--- src/rtl/core/vrl_pkg.sv ---
// Shared types and constants for the three-axis velocity ramp limiter.
// No dependencies; imported by every module of the block.
`timescale 1ns / 1ps

package vrl_pkg;

   localparam int SPEED_WIDTH_DEF = 16;
   localparam int STEP_WIDTH      = 15;
   localparam int RATIO_WIDTH     = 17;
   localparam int RATIO_FRAC      = 16;
   localparam logic [RATIO_WIDTH-1:0] RATIO_ONE = 17'h10000;

   localparam int CSR_ADDR_WIDTH = 5;
   localparam int CSR_DATA_WIDTH = 32;

   typedef enum logic [1:0] {
      REQ_COMMAND = 2'd0,
      REQ_LOAD    = 2'd1,
      REQ_STOP    = 2'd2,
      REQ_RELEASE = 2'd3
   } req_kind_type;

   typedef enum logic [2:0] {
      REG_STEP_X     = 3'd0,
      REG_STEP_Y     = 3'd1,
      REG_STEP_Z     = 3'd2,
      REG_SOFT_EN    = 3'd3,
      REG_SOFT_RATIO = 3'd4
   } csr_reg_type;

   typedef struct packed {
      logic [STEP_WIDTH-1:0]  step_x;
      logic [STEP_WIDTH-1:0]  step_y;
      logic [STEP_WIDTH-1:0]  step_z;
      logic                   soft_en;
      logic [RATIO_WIDTH-1:0] soft_ratio;
      logic [RATIO_WIDTH-1:0] ratio_eff;
   } cfg_type;

endpackage

--- src/rtl/core/vrl_csr.sv ---
// Configuration registers of the velocity ramp limiter behind an APB-style port.
// Depends on vrl_pkg for the register map and the cfg_type bundle.
`timescale 1ns / 1ps

module vrl_csr (
   input  logic                                clock,
   input  logic                                reset,
   input  logic                                csr_psel,
   input  logic                                csr_penable,
   input  logic                                csr_pwrite,
   input  logic [vrl_pkg::CSR_ADDR_WIDTH-1:0]  csr_paddr,
   input  logic [vrl_pkg::CSR_DATA_WIDTH-1:0]  csr_pwdata,
   output logic [vrl_pkg::CSR_DATA_WIDTH-1:0]  csr_prdata,
   output logic                                csr_pready,
   output vrl_pkg::cfg_type                    cfg
);
   import vrl_pkg::*;

   logic [STEP_WIDTH-1:0]  step_x_ff, step_y_ff, step_z_ff;
   logic                   soft_en_ff;
   logic [RATIO_WIDTH-1:0] soft_ratio_ff;
   logic                   wr_en;
   csr_reg_type            reg_sel;

   assign csr_pready = 1'b1;
   assign wr_en      = csr_psel && csr_penable && csr_pwrite && csr_pready;
   assign reg_sel    = csr_reg_type'(csr_paddr[CSR_ADDR_WIDTH-1:2]);

   always_ff @(posedge clock) begin
      if (reset) begin
         step_x_ff     <= '0;
         step_y_ff     <= '0;
         step_z_ff     <= '0;
         soft_en_ff    <= 1'b0;
         soft_ratio_ff <= RATIO_ONE;
      end else if (wr_en) begin
         case (reg_sel)
            REG_STEP_X:     step_x_ff     <= csr_pwdata[STEP_WIDTH-1:0];
            REG_STEP_Y:     step_y_ff     <= csr_pwdata[STEP_WIDTH-1:0];
            REG_STEP_Z:     step_z_ff     <= csr_pwdata[STEP_WIDTH-1:0];
            REG_SOFT_EN:    soft_en_ff    <= csr_pwdata[0];
            REG_SOFT_RATIO: soft_ratio_ff <= csr_pwdata[RATIO_WIDTH-1:0];
            default: ;
         endcase
      end
   end

   always_comb begin
      case (reg_sel)
         REG_STEP_X:     csr_prdata = CSR_DATA_WIDTH'(step_x_ff);
         REG_STEP_Y:     csr_prdata = CSR_DATA_WIDTH'(step_y_ff);
         REG_STEP_Z:     csr_prdata = CSR_DATA_WIDTH'(step_z_ff);
         REG_SOFT_EN:    csr_prdata = CSR_DATA_WIDTH'(soft_en_ff);
         REG_SOFT_RATIO: csr_prdata = CSR_DATA_WIDTH'(soft_ratio_ff);
         default:        csr_prdata = '0;
      endcase
   end

   always_comb begin
      cfg.step_x     = step_x_ff;
      cfg.step_y     = step_y_ff;
      cfg.step_z     = step_z_ff;
      cfg.soft_en    = soft_en_ff;
      cfg.soft_ratio = soft_ratio_ff;
      // zero or anything above 1.0 behaves as unity
      if (soft_ratio_ff == '0 || soft_ratio_ff > RATIO_ONE) begin
         cfg.ratio_eff = RATIO_ONE;
      end else begin
         cfg.ratio_eff = soft_ratio_ff;
      end
   end

endmodule

--- src/rtl/core/vrl_axis.sv ---
// One axis of the ramp datapath: optional clamp to +/-1.0, one step toward
// the target, optional soft-stop scaling. Depends on vrl_pkg.
`timescale 1ns / 1ps

module vrl_axis #(
   parameter int W        = vrl_pkg::SPEED_WIDTH_DEF,
   parameter bit CLAMP_EN = 1'b1
) (
   input  logic signed [W-1:0]                cur,
   input  logic signed [W-1:0]                target,
   input  logic [vrl_pkg::STEP_WIDTH-1:0]     step,
   input  logic                               soft_en,
   input  logic [vrl_pkg::RATIO_WIDTH-1:0]    ratio,
   output logic signed [W-1:0]                next
);
   import vrl_pkg::*;

   localparam int CW = ((W > STEP_WIDTH) ? W : STEP_WIDTH) + 2;
   localparam int PW = W + RATIO_WIDTH;
   localparam logic signed [W-1:0] ONE_Q   = (W)'(64'sd1 <<< (W - 4));
   localparam logic signed [W-1:0] NEG_ONE = -ONE_Q;

   logic signed [W-1:0]  clamped;
   logic signed [CW-1:0] cur_x, tgt_x, step_x, diff, mag, ramp_x;
   logic signed [W-1:0]  ramped;
   logic                 neg;
   logic [W-1:0]         mag_r;
   logic [PW-1:0]        prod;
   logic [W-1:0]         prod_top;
   logic signed [W-1:0]  scaled;

   always_comb begin
      clamped = cur;
      if (CLAMP_EN) begin
         if (cur > ONE_Q) begin
            clamped = ONE_Q;
         end else if (cur < NEG_ONE) begin
            clamped = NEG_ONE;
         end
      end
   end

   assign cur_x  = CW'(clamped);
   assign tgt_x  = CW'(target);
   assign step_x = CW'($signed({1'b0, step}));
   assign diff   = tgt_x - cur_x;
   assign mag    = diff[CW-1] ? -diff : diff;

   // snap to the target when within one step, else move exactly one step
   always_comb begin
      if (mag < step_x) begin
         ramp_x = tgt_x;
      end else if (diff[CW-1]) begin
         ramp_x = cur_x - step_x;
      end else begin
         ramp_x = cur_x + step_x;
      end
   end

   assign ramped = ramp_x[W-1:0];

   // scale the magnitude so the product truncates toward zero
   assign neg      = ramped[W-1];
   assign mag_r    = neg ? W'(-ramped) : W'(ramped);
   assign prod     = PW'(mag_r) * PW'(ratio);
   assign prod_top = prod[W+RATIO_FRAC-1:RATIO_FRAC];
   assign scaled   = neg ? -$signed(prod_top) : $signed(prod_top);

   assign next = soft_en ? scaled : ramped;

endmodule

--- src/rtl/core/three_axis_velocity_ramp_limiter.sv ---
// Three-axis velocity ramp limiter: input register, per-axis ramp logic,
// speed/result register. Depends on vrl_pkg, vrl_csr and vrl_axis.
// Path: a request transaction enters the input register, then the speed register raises response valid.
// Throughput: one transaction per cycle while the response side is not stalled by rsp_tready.
// Reset: synchronous; speeds zero, stop released, steps 0, soft stop off, ratio 1.0.
`timescale 1ns / 1ps

module three_axis_velocity_ramp_limiter #(
   parameter int SPEED_WIDTH = vrl_pkg::SPEED_WIDTH_DEF,
   localparam int TDATA_WIDTH = ((3 * SPEED_WIDTH + 7) / 8) * 8
) (
   input  logic                               clock,
   input  logic                               reset,
   // req_tdata: target_linear_x, target_linear_y, target_angular_z
   input  logic [TDATA_WIDTH-1:0]             req_tdata,
   // req_tuser: req_type
   input  logic [1:0]                         req_tuser,
   input  logic                               req_tvalid,
   output logic                               req_tready,
   // rsp_tdata: speed_linear_x, speed_linear_y, speed_angular_z
   output logic [TDATA_WIDTH-1:0]             rsp_tdata,
   // rsp_tuser: stop_latched
   output logic                               rsp_tuser,
   output logic                               rsp_tvalid,
   input  logic                               rsp_tready,
   input  logic                               csr_psel,
   input  logic                               csr_penable,
   input  logic                               csr_pwrite,
   input  logic [vrl_pkg::CSR_ADDR_WIDTH-1:0] csr_paddr,
   input  logic [vrl_pkg::CSR_DATA_WIDTH-1:0] csr_pwdata,
   output logic [vrl_pkg::CSR_DATA_WIDTH-1:0] csr_prdata,
   output logic                               csr_pready
);
   import vrl_pkg::*;

   localparam int W = SPEED_WIDTH;

   cfg_type cfg;

   logic                in_valid_ff;
   req_kind_type        in_kind_ff;
   logic signed [W-1:0] in_tx_ff, in_ty_ff, in_tz_ff;

   logic signed [W-1:0] speed_x_ff, speed_y_ff, speed_z_ff;
   logic signed [W-1:0] speed_x_in, speed_y_in, speed_z_in;
   logic                stop_ff, stop_in;
   logic                out_valid_ff, out_valid_in;

   logic signed [W-1:0] cmd_x, cmd_y, cmd_z;
   logic                req_fire, fire;

   vrl_csr u_csr (
      .clock       (clock),
      .reset       (reset),
      .csr_psel    (csr_psel),
      .csr_penable (csr_penable),
      .csr_pwrite  (csr_pwrite),
      .csr_paddr   (csr_paddr),
      .csr_pwdata  (csr_pwdata),
      .csr_prdata  (csr_prdata),
      .csr_pready  (csr_pready),
      .cfg         (cfg)
   );

   // advance the stage when the result slot is free or being drained
   assign fire       = in_valid_ff && (!out_valid_ff || rsp_tready);
   assign req_tready = !in_valid_ff || fire;
   assign req_fire   = req_tvalid && req_tready;

   always_ff @(posedge clock) begin
      if (reset) begin
         in_valid_ff <= 1'b0;
      end else if (req_fire) begin
         in_valid_ff <= 1'b1;
      end else if (fire) begin
         in_valid_ff <= 1'b0;
      end
   end

   always_ff @(posedge clock) begin
      if (req_fire) begin
         in_kind_ff <= req_kind_type'(req_tuser);
         in_tx_ff   <= req_tdata[W-1:0];
         in_ty_ff   <= req_tdata[2*W-1:W];
         in_tz_ff   <= req_tdata[3*W-1:2*W];
      end
   end

   vrl_axis #(.W(W), .CLAMP_EN(1'b1)) u_axis_x (
      .cur     (speed_x_ff),
      .target  (in_tx_ff),
      .step    (cfg.step_x),
      .soft_en (cfg.soft_en),
      .ratio   (cfg.ratio_eff),
      .next    (cmd_x)
   );

   // linear y is never clamped
   vrl_axis #(.W(W), .CLAMP_EN(1'b0)) u_axis_y (
      .cur     (speed_y_ff),
      .target  (in_ty_ff),
      .step    (cfg.step_y),
      .soft_en (cfg.soft_en),
      .ratio   (cfg.ratio_eff),
      .next    (cmd_y)
   );

   vrl_axis #(.W(W), .CLAMP_EN(1'b1)) u_axis_z (
      .cur     (speed_z_ff),
      .target  (in_tz_ff),
      .step    (cfg.step_z),
      .soft_en (cfg.soft_en),
      .ratio   (cfg.ratio_eff),
      .next    (cmd_z)
   );

   always_comb begin
      speed_x_in = speed_x_ff;
      speed_y_in = speed_y_ff;
      speed_z_in = speed_z_ff;
      stop_in    = stop_ff;
      case (in_kind_ff)
         REQ_COMMAND: begin
            if (stop_ff) begin
               speed_x_in = '0;
               speed_y_in = '0;
               speed_z_in = '0;
            end else begin
               speed_x_in = cmd_x;
               speed_y_in = cmd_y;
               speed_z_in = cmd_z;
            end
         end
         REQ_LOAD: begin
            if (!stop_ff) begin
               speed_x_in = in_tx_ff;
               speed_y_in = in_ty_ff;
               speed_z_in = in_tz_ff;
            end
         end
         REQ_STOP: begin
            stop_in    = 1'b1;
            speed_x_in = '0;
            speed_y_in = '0;
            speed_z_in = '0;
         end
         REQ_RELEASE: begin
            stop_in = 1'b0;
         end
         default: ;
      endcase
   end

   always_comb begin
      if (fire) begin
         out_valid_in = 1'b1;
      end else if (rsp_tready) begin
         out_valid_in = 1'b0;
      end else begin
         out_valid_in = out_valid_ff;
      end
   end

   // the speed state doubles as the result register: it only moves on fire
   always_ff @(posedge clock) begin
      if (reset) begin
         speed_x_ff   <= '0;
         speed_y_ff   <= '0;
         speed_z_ff   <= '0;
         stop_ff      <= 1'b0;
         out_valid_ff <= 1'b0;
      end else begin
         out_valid_ff <= out_valid_in;
         if (fire) begin
            speed_x_ff <= speed_x_in;
            speed_y_ff <= speed_y_in;
            speed_z_ff <= speed_z_in;
            stop_ff    <= stop_in;
         end
      end
   end

   assign rsp_tvalid = out_valid_ff;
   assign rsp_tdata  = TDATA_WIDTH'({speed_z_ff, speed_y_ff, speed_x_ff});
   assign rsp_tuser  = stop_ff;

   a_stop_forces_zero: assert property (@(posedge clock) disable iff (reset)
      stop_ff |-> (speed_x_ff == '0 && speed_y_ff == '0 && speed_z_ff == '0))
      else $error("speeds nonzero while stop latched");

   a_latch_stop: assert property (@(posedge clock) disable iff (reset)
      (fire && in_kind_ff == REQ_STOP) |=> (stop_ff && rsp_tvalid))
      else $error("stop transaction did not latch");

   a_release_holds: assert property (@(posedge clock) disable iff (reset)
      (fire && in_kind_ff == REQ_RELEASE) |=>
         (!stop_ff && $stable(speed_x_ff) && $stable(speed_y_ff) && $stable(speed_z_ff)))
      else $error("release changed speeds or kept stop");

   a_pending_kept: assert property (@(posedge clock) disable iff (reset)
      (in_valid_ff && !fire) |=> in_valid_ff)
      else $error("pending transaction dropped");

   a_no_overwrite: assert property (@(posedge clock) disable iff (reset)
      (out_valid_ff && !rsp_tready) |-> !fire)
      else $error("result overwritten while stalled");

endmodule
--- config.mk ---
export PLATFORM = sky130hd
export DESIGN_NAME = three_axis_velocity_ramp_limiter
export DESIGN_NICKNAME = d
export VERILOG_FILES = /design/src/rtl/core/vrl_pkg.sv /design/src/rtl/core/vrl_csr.sv /design/src/rtl/core/vrl_axis.sv /design/src/rtl/core/three_axis_velocity_ramp_limiter.sv
export SDC_FILE = /design/constraint.sdc
export NUM_CORES = 2
export LEC_CHECK = 0
export ABC_AREA = 1
export CAP_MARGIN = 20
export CORE_MARGIN = 1
export CORE_UTILIZATION = 44
export CTS_CLUSTER_SIZE = 20
export DETAILED_ROUTE_END_ITERATION = 10
export DONT_BUFFER_PORTS = 1
export GPL_ROUTABILITY_DRIVEN = 0
export SLEW_MARGIN = 0
export SYNTH_ARGS = -nofsm -noshare
export SYNTH_HDL_FRONTEND = slang
export SYNTH_HIERARCHICAL = 1
export SYNTH_SLANG_ARGS = --single-unit
--- constraint.sdc ---
create_clock -name clock -period 14.67 [get_ports clock]
set_clock_uncertainty 0.1 [all_clocks]
set_input_delay 0.7335 -clock clock [delete_from_list [all_inputs] [get_ports clock]]
set_output_delay 0.7335 -clock clock [all_outputs]
set_load 0.02 [all_outputs]
==> impl_metrics.ini <==
[cts]
cts.root.buffer_cell = clkbuf_16
tritoncts.num_buffers = 17
clock_path_buffers = 2
worstSkewPairLatency_ps = 460
tritoncts = yes
sink_count = 164
h-tree-depth = 4
cts.hold.buffers_added = 0
clock_transition_at_the_registers_of_the_reported_paths_ps = 80

[logic_synthesis]
synth_enable_flop_cells = 50
synth-seq-cells = 164
synth.yosys.warnings = 6
postSynth.asyncResetShare_pct = 0
syn-instance-count = 6882
ys_seq_area_share_pct = 8.076
yosysUniqueCellTypes = 63
synth.cell_area_um2 = 46850
syn_avg_cell_area_um2 = 6.807
synth_ff_type = dfxtp_1

[worst_setup_path]
path_delay_family = simple AND/OR/NAND/NOR gates
critical_path_required_ps = 14970
worst_path_bufs_invs = 13
reg2regPathDepth = 70
worst-setup-path-type = reg2reg
timing.critical_path.from_type = flip-flop
critical_path.endpoint_type = flip-flop
max_stage_delay_ps = 550
cpMaxStageDelayCell = fa_1
worstPathArrival_ps = 13930
worst_path_most_repeated_cell = nand2_1
critical_path_depth = 70
critical_path_peak_fanout = 21

[timing]
rsz0062_at_grt = false
final-hold-violation-count = 0
period_share_pct = 92.92
setup_tns_ps = 0
timing_worst_slew_pin_value_ps = 1069
slew_violations = 0
achievable-frequency_mhz = 73.36
post-route-min-period_ps = 13630
slew_headroom_pct = 28.65
setup_violations = 0

[detailed_routing]
drtAntennaViolNets = 0
via_cell_ratio = 5.172
routed_wire_length_um = 143500
wl_per_cell_um = 17.53
drtIter0Drc = 3372
drc_errors = 30
number_of_detailed_route_iterations_in_the_first_pass = 9
via_count = 42340

[layout]
most_used_cells_in_the_layout_excluding_fill_and_tap_cells = nand2_1, inv_1, nor2_1
layout_commonest_cell = nand2_1
final_util_pct = 46.35
design.final.nets = 7942
drive_above_1_share_pct = 5.347
final_cells = 8185
flow.area_growth_from_synthesis_pct = 4.303

[power_and_ir_drop]
netSwitchingFraction_pct = 64.97
seq_power_share_pct = 7.0
cellLeakagePower_nw = 25.74
power.clock.fraction_pct = 6.2
intPower_mw = 2.690
vdd_drop_max_v = 0.0001462
p_comb_share_pct = 86.8
cellPowerDensity_nw_per_um2 = 157.1
switchingPower_mw = 4.989

[floorplan]
floorplan.die.width_um = 328.3
rows = 119
design.die.area_um2 = 107800
floorplan.initialDensity_pct = 44.44
core-area_um2 = 105400
pin_count = 178
dieHeight_um = 328.3

[global_routing]
maximum_number_of_pins_on_one_net_before_global_route_repair = 64
grt_antenna_before_repair = 9
gr-max-usage-layer = met2
globalRouteOverflowTotal = 0
grt_pass1_vias = 41280
grt_usage_pct = 26.87
groute.layer.met2.usage_pct = 42.97
grt_pass1_wl_um = 228000
gr_layer_usage_met1_pct = 37.98
grt_use_met3_pct = 4.366

[placed_design]
hpwlAfterDp_um = 115900
placed_cells_incl_taps = 8146
buffer_ports.inserted = 0

[hold_path]
worstHoldPathType = in2reg
hold_depth = 1

[flow_run]
count_of_maximum_capacitance_violations = 0

[outcome]
violations = design-rule violations
status = finished with violations
==> sequential cells by signal (all words and copies together), names as in the netlist <==
register             count
speed_y_ff              16
u_csr/soft_en_ff         1
in_tx_ff                16
in_valid_ff              1
in_ty_ff                16
u_csr/step_x_ff         15
u_csr/step_z_ff         15
in_kind_ff               2
in_tz_ff                16
speed_z_ff              16
u_csr/soft_ratio_ff     17
u_csr/step_y_ff         15
speed_x_ff              16
rsp_tuser                1
rsp_tvalid               1
==> through the flow <==
stage	hold slack [ps]	instance area [µm²]	setup WS [ps]	power, mW
after floorplan	353.8	46900	2657	5.181
after global placement	366.3	48120	582.9	6.943
after detailed placement	384.4	48140	483.1	6.999
after CTS	205.6	48740	421.0	7.535
after global routing	219.8	48850	10.98	8.460
final	239.1	48860	1038	7.679
==> power by group through the flow <==
stage / combinational, mW / clock, mW / sequential, mW
after floorplan: 4.65 / 0 / 0.531
after global placement: 6.39 / 0 / 0.549
after detailed placement: 6.45 / 0 / 0.549
after CTS: 6.51 / 0.487 / 0.539
after global routing: 7.42 / 0.501 / 0.543
final: 6.66 / 0.477 / 0.540
==> cells by family after synthesis <==
family,synth area share (%)
DFF,8.076
and+or+nand+nor,29.23
buffers and inverters,14.02
other,0.01603
AOI/OAI and AO/OA,6.885
adders and majority gates,38.63
xor gates and xnor gates,3.144
==> cell usage after synthesis (all sizes together), types with 32 or more instances <==
cell type  count  share of area [%]
o21bai        62               0.99
nand2       1884                 16
a21oi        218                2.4
a31oi         32               0.43
inv         1439                 12
ha           448                 12
dfxtp        114                4.9
xnor2         40               0.76
nor3          44               0.49
clkbuf        78               0.62
edfxtp        50                3.2
fa           624                 27
buf          119                1.6
nand3        322                3.7
o21ai        192                2.1
nand4         58               0.80
nand3b        38               0.64
xor2         123                2.4
nor2         867                7.4
==> timing repair <==
item | in CTS | in global routing
setup endpoints to repair | 0 | 30
resized for setup | 0 | 26
setup buffers | 0 | 2
==> routing by layer <==
metal,wire length (µm),part of all wire (%)
met5,11,0.0077
met4,3037,2.1
met3,10590,7.4
met2,64000,45
met1,65890,46
==> final timing paths <==
path / slack [ps] / startpoint / endpoint
setup / recovery: 1040 / speed_z_ff[0] / speed_z_ff[15]
setup reg to reg: 1040 / speed_z_ff[0] / speed_z_ff[15]
hold / removal: 240 / reset / rsp_tvalid
hold reg to reg: 390 / u_csr/soft_ratio_ff[16] / u_csr/soft_ratio_ff[16]
==> layout make-up <==
cell class	count	area (µm²)
clock inverter	13	136.4
sequential	164	3790
tap	1391	1740
antenna	5	12.51
clock buffer	19	464.2
fill	11060	56550
inverter	1470	5548
multi-input combinational	5065	36720
timing repair buffer	58	451.7
Note: power is estimated with default switching activity, not from simulation.
